<file path="src/rtl/ugnq_pkg.sv">
// ----------------------------------------------------------------------------
// ugnq_pkg
// Shared constants, codes and types of the uniform grid neighbor query block.
// ----------------------------------------------------------------------------
package ugnq_pkg;

    // grid geometry
    localparam int GRID_X     = 16;
    localparam int GRID_Z     = 16;
    localparam int CELL_SLOTS = 4;
    localparam int NUM_CELLS  = GRID_X * GRID_Z;
    localparam int NUM_SLOTS  = NUM_CELLS * CELL_SLOTS;

    localparam int CX_W    = (GRID_X > 1) ? $clog2(GRID_X) : 1;
    localparam int CZ_W    = (GRID_Z > 1) ? $clog2(GRID_Z) : 1;
    localparam int CELL_W  = (NUM_CELLS > 1) ? $clog2(NUM_CELLS) : 1;
    localparam int SLOT_AW = (NUM_SLOTS > 1) ? $clog2(NUM_SLOTS) : 1;
    localparam int FILL_W  = $clog2(CELL_SLOTS + 1);

    // field widths
    localparam int POS_W  = 20;
    localparam int ID_W   = 8;
    localparam int CSZ_W  = 16;
    localparam int SQ_W   = 2 * POS_W;
    localparam int SUM_W  = SQ_W + 2;
    localparam int SLOT_W = ID_W + 3 * POS_W;

    // request codes
    localparam logic [1:0] REQ_CLEAR  = 2'd0;
    localparam logic [1:0] REQ_INSERT = 2'd1;
    localparam logic [1:0] REQ_QUERY  = 2'd2;

    // status codes
    localparam logic [1:0] ST_OK   = 2'd0;
    localparam logic [1:0] ST_FULL = 2'd1;
    localparam logic [1:0] ST_NONE = 2'd2;

    // register indexes
    localparam logic REG_CELL_X = 1'b0;
    localparam logic REG_CELL_Z = 1'b1;

    // stored slot word
    typedef struct packed {
        logic [ID_W-1:0]         id;
        logic signed [POS_W-1:0] x;
        logic signed [POS_W-1:0] y;
        logic signed [POS_W-1:0] z;
    } t_slot;

    // sequencer to store requests
    typedef struct packed {
        logic               clear;
        logic               fill_rd;
        logic               fill_we;
        logic [CELL_W-1:0]  fill_addr;
        logic [FILL_W-1:0]  fill_wdata;
        logic               slot_rd;
        logic               slot_we;
        logic [SLOT_AW-1:0] slot_addr;
        t_slot              slot_wdata;
    } t_store_req;

    // magnitude of a difference of two signed positions
    function automatic logic [POS_W-1:0] abs_diff(logic signed [POS_W-1:0] a,
                                                  logic signed [POS_W-1:0] b);
        logic signed [POS_W:0] d;
        logic [POS_W:0]        m;
        d = {a[POS_W-1], a} - {b[POS_W-1], b};
        m = d[POS_W] ? (~d + 1'b1) : d;
        return m[POS_W-1:0];
    endfunction

endpackage

</file>
<file path="src/rtl/ugnq_div.sv">
// ----------------------------------------------------------------------------
// ugnq_div
// Restoring divider, one quotient bit per cycle, for the cell index.
// ----------------------------------------------------------------------------
module ugnq_div (
    input  logic                          i_clk,
    input  logic                          i_rst_n,
    input  logic                          i_start,
    input  logic [ugnq_pkg::POS_W-1:0]    i_dividend,
    input  logic [ugnq_pkg::CSZ_W-1:0]    i_divisor,
    output logic                          o_done,
    output logic [ugnq_pkg::POS_W-1:0]    o_quo
);
    import ugnq_pkg::*;

    localparam int CNT_W = $clog2(POS_W);

    logic [CSZ_W-1:0] r_div;
    logic [CSZ_W-1:0] r_rem;
    logic [POS_W-1:0] r_quo;
    logic [CNT_W-1:0] r_cnt;
    logic             r_busy;
    logic             r_done;
    logic [CSZ_W:0]   sh;
    logic [CSZ_W:0]   diff;
    logic             ge;

    // one restoring step
    assign sh   = {r_rem, r_quo[POS_W-1]};
    assign ge   = sh >= {1'b0, r_div};
    assign diff = sh - {1'b0, r_div};

    // control
    always_ff @(posedge i_clk) begin
        if (!i_rst_n) begin
            r_busy <= 1'b0;
            r_done <= 1'b0;
            r_cnt  <= '0;
        end else begin
            r_done <= 1'b0;
            if (i_start) begin
                r_busy <= 1'b1;
                r_cnt  <= '0;
            end else if (r_busy) begin
                r_cnt <= r_cnt + 1'b1;
                if (r_cnt == CNT_W'(POS_W - 1)) begin
                    r_busy <= 1'b0;
                    r_done <= 1'b1;
                end
            end
        end
    end

    // datapath, zero divisor counts as one
    always_ff @(posedge i_clk) begin
        if (i_start) begin
            r_div <= (i_divisor == '0) ? CSZ_W'(1) : i_divisor;
            r_rem <= '0;
            r_quo <= i_dividend;
        end else if (r_busy) begin
            r_rem <= ge ? diff[CSZ_W-1:0] : sh[CSZ_W-1:0];
            r_quo <= {r_quo[POS_W-2:0], ge};
        end
    end

    assign o_done = r_done;
    assign o_quo  = r_quo;

endmodule

</file>
<file path="config.mk">
export PLATFORM = sky130hd
export DESIGN_NAME = ugnq_div
export DESIGN_NICKNAME = d
export VERILOG_FILES = /design/src/rtl/ugnq_pkg.sv /design/src/rtl/ugnq_div.sv
export SDC_FILE = /design/constraint.sdc
export NUM_CORES = 1
export LEC_CHECK = 0
export BUFFER_PORTS_ARGS = -buffer_cell sky130_fd_sc_hd__buf_2
export CAP_MARGIN = 20
export CORE_UTILIZATION = 50
export CTS_CLUSTER_DIAMETER = 200
export DETAILED_ROUTE_END_ITERATION = 6
export GPL_ROUTABILITY_DRIVEN = 0
export PLACE_DENSITY = 0.75
export REMOVE_ABC_BUFFERS = 1
export SYNTH_ARGS = -nofsm -noshare
export SYNTH_HDL_FRONTEND = slang
export SYNTH_SLANG_ARGS = --single-unit
</file>
<file path="constraint.sdc">
create_clock -name i_clk -period 2.3 [get_ports i_clk]
set_input_delay 0.23 -clock i_clk [delete_from_list [all_inputs] [get_ports i_clk]]
set_output_delay 0.23 -clock i_clk [all_outputs]
set_load 0.01 [all_outputs]
</file>
==> flow_summary.toml, run 1 <==
[run_status]
status = "finished with violations"
violations = "negative setup slack"

[setup_path]
reg2regPathDepth = 10
critPathLaunchType = "register"
r2r_start = "r_div[14]"
crit_arrival_ns = 2.66
critical_path_class = "reg -> reg"
cp-end-kind = "register"
crit_required_ns = 2.54
rrSetupSlack_ns = -0.12
r2r_end = "r_rem[2]"
critPathMaxFanout = 5

[layout]
multi_input_area_um2 = 1900
regArea_um2 = 1540
area_growth_pct = 40.1
fillers = 411
fin_area_um2 = 4740
fin_util = 0.734
mostFrequentLayoutCells = "buf_4 (62), buf_2 (59), edfxtp_1 (36)"
layout-drive-gt1-share = 0.476
final_net_count = 504
diodes = 0
final_common_cell = "buf_4"

[sta]
slew_headroom = 0.458
drv_slew = 0
hold_slack_ns = 0.0786
setup_viol = 14
fin_crit_ns = 2.42
rsz0062_at_grt = "true"
hold_violations = 0
fin_skew_ns = 0.0106
tightest_slew_ns = 0.811
setup_ws_ns = -0.117
period_share = 1.05
timing.fmax_ghz = 0.414

[global_routing]
grt_util_met1 = 0.294
antenna_found_initial = 0
grt_pass1_vias = 3118
grtUsageMet3 = 0.0796
busiest_layer = "met2"
grt_usage = 0.275
grt_overflow = 0
grt_util_met2 = 0.488
grt_max_degree = 43
grt_pass1_wl_um = 14800

[routing]
drc_errors = 0
postRouteAntennaNets = 0
wl_per_cell_um = 18.2
viasPerCell = 5.95
vias = 3145
first_iter_violations = 218
drt_first_pass_iters = 5
wl_um = 9620

[synthesis]
ys_ff_latch = 59
synth_cell_types = 59
syn-instance-count = 333
syn_avg_cell_area_um2 = 10.2
synth_ff_type = "edfxtp_1"
yosysWarningCount = 0
synth_seq_area_share = 0.456
syn_area_um2 = 3380
synth-edff-count = 36
async_reset_ff_frac = 0

[pwr]
switchingPower_mw = 0.890
power_mw = 3.18
p_sw_frac = 0.280
vdd_ir_drop_max_mv = 0.631
seq_power_share = 0.398
p_clk_frac = 0.343
powerDensity_nw_per_um2 = 671
leakagePower_nw = 2.09
p_int_mw = 2.29
combPwrFrac = 0.260

[clock_tree]
htreeDepth = 3
tritoncts = "built"
clockBufferDepth = 2
cts_buffers = 9
cts-root-buf = "clkbuf_8"
clkTransAtPathRegs_ns = 0.07
postCtsHoldBufs = 0
insertion_delay_ns = 0.34
cts.sinks = 59

[placed_design]
hpwl_um = 6050
dp_slack_ns = -0.259
io_buffers = 59
placed_cell_area_um2 = 4140

[min_path]
holdPathEnd = "r_div[15]"
min_from = "i_divisor[15]"
hold_depth = 1
hold_path.class = "in -> reg"

[floorplanning]
die_x_um = 84.3
ios = 60
rows = 29
die_y_um = 84.3
dieArea_um2 = 7100
initial_utilization = 0.524
coreArea_um2 = 6460

[run]
cap_violations = 0
-- cells in the mapped netlist (4+ instances only) --
cell type	n	area share
a21o_1	6	0.013
a21oi_1	17	0.025
a311oi_1	6	0.016
and3_1	4	0.0074
clkbuf_1	22	0.024
dfxtp_1	23	0.14
edfxtp_1	36	0.32
ha_1	17	0.063
inv_1	21	0.023
mux2_2	19	0.063
nand2_1	27	0.030
nand3_1	8	0.012
nor2_1	23	0.026
nor2b_1	4	0.0074
nor3_1	8	0.012
nor4_1	5	0.0092
o21a_1	5	0.011
o21ai_0	9	0.013
xnor2_1	6	0.016
xor2_1	5	0.013
-- layer usage --
metal	vias to the layer above	wire, µm
met3	35	651
met5	-	0
met2	143	4940
met4	0	364
met1	1511	3660
li1	1456	-
-- stage by stage --
step | instances | setup TNS (ns)
finish | 529 | -1.07
floorplan | 304 | -1.30
detailed placement | 505 | -1.28
global placement | 505 | -0.713
global route | 529 | -2.15
CTS | 530 | -0.897
-- worst max-delay path, stage by stage, from the launching register on --
cell	delay (ns)
edfxtp_1	0.38
inv_1	0.10
ha_1	0.25
a21oi_1	0.21
nor2b_1	0.11
a2111o_1	0.32
buf_4	0.16
o31ai_4	0.29
buf_6	0.17
nand2_2	0.07
a311oi_2	0.26
-- cell families (layout without fill, tap and decap cells) --
kind of cell / after synthesis / after routing / share of synthesized area
and+or+nand+nor: 97 / 97 / 0.142
AOI/OAI and AO/OA: 76 / 76 / 0.174
DFF: 59 / 59 / 0.456
buffers and inverters: 50 / 169 / 0.0584
muxes: 22 / 22 / 0.0721
adders and majority gates: 18 / 18 / 0.0688
xor gates and xnor gates: 11 / 11 / 0.0285
-- flip-flops by register name (all words and copies together), names as in the netlist --
signal	cells
o_quo	20
r_busy	1
r_rem	16
o_done	1
r_div	16
r_cnt	5
-- how the worst max path moves through the flow --
stage               from   endpoint  slack [ns]  cells past startpoint
2_1_floorplan   r_div[4]  r_rem[11]       -0.24                      8
3_3_place_gp    r_div[4]   r_rem[0]       -0.18                      9
3_5_place_dp    r_div[4]   r_rem[0]       -0.26                      9
4_1_cts         r_div[3]   r_rem[0]       -0.13                      9
5_1_grt         r_div[8]   r_rem[2]       -0.18                     10
6_report       r_div[14]   r_rem[2]       -0.12                     10
-- cell type report --
class | instances | area share
clock buffer | 12 | 0.0327
clock inverter | 4 | 0.0156
inverter | 21 | 0.0166
multi-input combinational | 224 | 0.401
sequential | 59 | 0.325
tap | 77 | 0.0203
timing repair buffer | 132 | 0.189
-- power groups by stage --
stage	combinational [mW]	clock, mW	sequential, mW
2_1_floorplan	0.348	0	1.30
3_3_place_gp	0.668	0	1.27
3_5_place_dp	0.690	0	1.28
4_1_cts	0.754	1.09	1.26
5_1_grt	0.885	1.15	1.27
6_report	0.825	1.09	1.27
-- timing repair --
item | 4_1_cts | 5_1_grt
pin swaps | 18 | 20
endpoints found under the setup margin | 16 | 17
gates resized for setup | 28 | 29
buffers inserted | 10 | 0
endpoints found under the hold margin | 0 | 0
No activity file was read; power rests on OpenSTA's default activity.
==> run 2, diff against run 1 <==
- ABC_AREA: default -> 1
==> run 2 against run 1 <==
Effect of this change: the run now ends clean; via count decreased by 0.48%; clock power shrank 29%; critical path depth is the same; largest power group unchanged; highest routed layer unchanged.
==> flow_summary.toml, run 2 <==
[floorplanning]
initial_utilization = 0.520
dieArea_um2 = 7440
ios = 60
die_y_um = 86.3
coreArea_um2 = 6830
rows = 30
die_x_um = 86.3

[clock_tree]
insertion_delay_ns = 0.33
clockBufferDepth = 2
cts.sinks = 59
tritoncts = "built"
postCtsHoldBufs = 0
postCtsSetupBuffers = 0
clkTransAtPathRegs_ns = 0.08
cts-root-buf = "clkbuf_8"
htreeDepth = 3
cts_buffers = 9
cts_resized = 0

[layout]
mostFrequentLayoutCells = "nand2_1 (178), inv_1 (73), buf_2 (59)"
final_cells = 632
largest_reg_flops = 20
diodes = 0
area_growth_pct = 14.5
final_common_cell = "nand2_1"
fin_util = 0.595
layout-drive-gt1-share = 0.166
final_net_count = 588

[pwr]
vdd_ir_drop_max_mv = 0.404
seq_power_share = 0.524
switchingPower_mw = 0.641
p_clk_frac = 0.331
p_sw_frac = 0.273
combPwrFrac = 0.145
powerDensity_nw_per_um2 = 578
leakagePower_nw = 2.13
p_int_mw = 1.71

[sta]
tns_ns = 0
period_share = 0.934
drv_slew = 0
rsz0062_at_grt = "false"
setup_ws_ns = 0.153
tightest_slew_ns = 0.724
timing.fmax_ghz = 0.466
hold_slack_ns = 0.0878
hold_violations = 0
slew_headroom = 0.516
setup_viol = 0
fin_skew_ns = 0.0163
fin_crit_ns = 2.15

[routing]
vias = 3130
first_iter_violations = 238
wl_um = 7700
wl_per_cell_um = 12.2
drt_first_pass_iters = 4
viasPerCell = 4.95
drc_errors = 0
postRouteAntennaNets = 0

[min_path]
hold_path.class = "in -> reg"

[placed_design]
io_buffers = 59
dp_slack_ns = 0.186
placed_cells = 615
hpwl_um = 5720

[global_routing]
grt_max_degree = 33
grt_usage = 0.224
antenna_found_initial = 0
grt_overflow = 0
grt_pass1_wl_um = 13100
grt_pass1_vias = 2983

[run]
cap_violations = 0

[synthesis]
synth-edff-count = 36
yosysMostFrequentCell = "nand2_1"
yosysTopAreaCell = "edfxtp_1"
synth_seq_area_share = 0.434
synth_ff_type = "edfxtp_1"
synth_cell_types = 35
syn-instance-count = 479
synth_common_cells = "nand2_1 (178), inv_1 (73), nand3_1 (37)"
async_reset_ff_frac = 0
synth_area_leaders = "edfxtp_1 (30%), nand2_1 (19%), dfxtp_1 (13%)"
yosysTopAreaCellShare = 0.305
ys_ff_latch = 59
syn_avg_cell_area_um2 = 7.41
yosysWarningCount = 0
syn_area_um2 = 3550

[setup_path]
cp-end-kind = "register"
crit_required_ns = 2.48
critPathLaunchType = "register"
critPathMaxFanout = 12
crit_arrival_ns = 2.33
critical_path_class = "reg -> reg"

[run_status]
status = "complete, no violations"
-- run 2: cell count changes after synthesis, sizes merged, moves of 7 or more --
cell,change
nand3b,+7
inv,+54
mux2,-19
a21oi,-7
nand3,+32
nand2,+153
-- run 2: through the flow --
step	power, mW	area, µm²
global route	2.48	4060
global placement	1.58	3890
finish	2.35	4060
CTS	2.37	4050
detailed placement	1.59	3890
floorplan	1.45	3450
-- run 2: worst paths after layout --
kind                 startpoint         to  slack [ns]  cells past startpoint
setup / recovery      r_div[14]   r_rem[4]        0.15                     10
setup reg to reg      r_div[14]   r_rem[4]        0.15                     10
hold reg to reg       r_rem[11]  r_rem[11]        0.48                      2
hold / removal    i_divisor[15]  r_div[15]        0.09                      1
-- run 2: cell families after synthesis --
family / synth area share
flops: 0.434
fa+ha+maj: 0.0656
simple gates: 0.331
buf+inv: 0.108
xor+xnor: 0.0173
compound gates: 0.0434
-- run 2: layout make-up --
class	count	area, µm²
Clock buffer	10	128
Clock inverter	6	32.5
Fill cell	649	2770
Inverter	75	282
Multi-Input combinational cell	322	1620
Sequential cell	59	1540
Tap cell	96	120
Timing Repair Buffer	64	337
-- run 2: critical path: stages (launching register included) --
cell and delay, ns:
edfxtp_1 0.32, inv_1 0.04, ha_1 0.36, a21oi_1 0.23, o21a_1 0.14, nand2_1 0.08
nor2_4 0.33, buf_4 0.22, nand3_1 0.08, nand3_1 0.11, o21ai_0 0.09
-- run 2: metal layers --
layer  wire length [µm]  part of all wire  GRT usage  vias up
met3                404             0.052     0.0467       10
met2               3430              0.45      0.364       97
met5                  0                 0          0        -
met1               3730              0.48      0.294     1409
li1                   -                 -          -     1614
met4                143             0.019     0.0833        0
-- run 2: power by group through the flow --
stage	Combinational [mW]	Clock (mW)	Sequential, mW
after detailed placement	0.337	0	1.25
after CTS	0.338	0.806	1.23
after global placement	0.332	0	1.25
after global routing	0.384	0.855	1.24
final	0.341	0.778	1.23
after floorplan	0.186	0	1.26
==> run 3, diff against run 2 <==
- CELL_PAD_IN_SITES_DETAIL_PLACEMENT: default -> 0
- CELL_PAD_IN_SITES_GLOBAL_PLACEMENT: default -> 2
- CORE_UTILIZATION: 50 -> 29
- PLACE_DENSITY: 0.75 -> 0.86
==> run 3 against run 2 <==
Effect of this change: final area is 5.7% higher; combinational power is 3% higher; register-to-register slack better by 0.098 ns; highest routed layer unchanged; cell count is 8.7% higher; clock skew is 0.011 ns lower; clock-buffer cell count stayed put; largest power group is now clock; clock power is 65% higher; non-clock buffer count is 4 higher; first-iteration DRC count is 66% lower; critical path type unchanged.
==> flow_summary.toml, run 3 (synthesis gave the netlist of run 2 again) <==
[pwr]
p_int_mw = 2.16
combPwrFrac = 0.123
seq_power_share = 0.430
p_clk_frac = 0.447
p_sw_frac = 0.243
vdd_ir_drop_max_mv = 0.373
leakagePower_nw = 2.21
switchingPower_mw = 0.696
powerDensity_nw_per_um2 = 665

[setup_path]
crit_top_cell = "nand2_1"
critical_path_class = "reg -> reg"
critPathMaxFanout = 16
cp-end-kind = "register"
slowest_delay_ns = 0.36
slowest_stage = "ha_1"
crit_arrival_ns = 2.30
crit_required_ns = 2.55
crit_chain = "inv_1 > ha_1 > a21oi_1 > o21a_1 > nand2_1 > nor2_4 > nand2_4 > nand2_1 > nand3_1 > o21ai_0"
critPathLaunchType = "register"

[placed_design]
placed_cells = 671
io_buffers = 59
hpwl_um = 6570
placed_cell_area_um2 = 4010

[routing]
wl_um = 8390
wl_per_cell_um = 12.2
vias = 3091
first_iter_violations = 82
postRouteAntennaNets = 0
viasPerCell = 4.50
drt_first_pass_iters = 4
drc_errors = 0

[global_routing]
grt_pass1_wl_um = 14700
grt_max_degree = 33
grt_usage = 0.148
antenna_found_initial = 0
grt_overflow = 0
grt_pass1_vias = 3134

[run_status]
status = "complete, no violations"

[floorplanning]
die_x_um = 113
coreArea_um2 = 12000
dieArea_um2 = 12700
ios = 60
rows = 40
initial_utilization = 0.297
die_y_um = 113

[min_path]
hold_path.class = "in -> reg"

[layout]
fin_util = 0.359
largest_reg_flops = 20
fillers = 1280
diodes = 0
area_growth_pct = 21.0
layout-drive-gt1-share = 0.176
mostFrequentLayoutCells = "nand2_1 (178), inv_1 (73), buf_2 (59)"
final_cells = 687
fin_area_um2 = 4300
final_net_count = 592
final_common_cell = "nand2_1"

[sta]
hold_violations = 0
tightest_slew_ns = 0.707
period_share = 0.891
slew_headroom = 0.528
tns_ns = 0
rsz0062_at_grt = "false"
timing.fmax_ghz = 0.488
setup_viol = 0
fin_crit_ns = 2.05
drv_slew = 0
fin_skew_ns = 0.00508

[clock_tree]
htreeDepth = 3
clkTransAtPathRegs_ns = 0.05
cts_buffers = 9
tritoncts = "built"
postCtsHoldBufs = 0
postCtsSetupBuffers = 0
cts_resized = 0
insertion_delay_ns = 0.33
cts.sinks = 59
clockBufferDepth = 2
cts-root-buf = "clkbuf_16"

[run]
cap_violations = 0
-- run 3: cell type report --
cell class | count | area [µm²] | share of cell area
well taps | 147 | 184 | 0.0428
clock inverters | 6 | 56.3 | 0.0131
clock buffers | 10 | 229 | 0.0533
inverters | 75 | 282 | 0.0655
multi-input cells | 322 | 1630 | 0.379
flip-flops and latches | 59 | 1540 | 0.359
repair buffers | 68 | 375 | 0.0874
-- run 3: per-layer routing --
metal	vias to the layer above	GRT usage	routed length (µm)
met5	-	0	0
met4	0	0.0551	114
met3	8	0.0362	332
met2	55	0.241	3870
met1	1408	0.188	4070
li1	1620	-	-
-- run 3: critical path, delay by kind of cell (launching register included) --
kind            cells  cell delay, ns
flops               1            0.31
compound gates      3            0.45
buf+inv             1            0.05
fa+ha+maj           1            0.36
simple gates        5            0.79
-- run 3: through the flow --
stage          setup WS (ns)  hold slack, ns  power, mW
2_1_floorplan          0.439           0.329       1.45
3_3_place_gp           0.191           0.423       1.61
3_5_place_dp           0.221           0.424       1.61
4_1_cts                0.205          0.0815       2.90
5_1_grt               0.0203          0.0823       3.00
6_report               0.250          0.0936       2.86
-- run 3: power by group through the flow --
stage	Clock [mW]	Combinational, mW	Sequential [mW]
finish	1.28	0.352	1.23
floorplan	0	0.186	1.26
CTS	1.31	0.359	1.23
global route	1.36	0.405	1.24
global placement	0	0.358	1.25
detailed placement	0	0.357	1.25
-- run 3: worst paths after layout --
| path | start | end | slack, ns | depth (start not counted) |
|---|---|---|---|---|
| min reg2reg | r_rem[8] | r_rem[8] | 0.46 | 2 |
| max | r_div[14] | r_rem[4] | 0.25 | 10 |
| max reg2reg | r_div[14] | r_rem[4] | 0.25 | 10 |
| min | i_divisor[11] | r_div[11] | 0.09 | 1 |
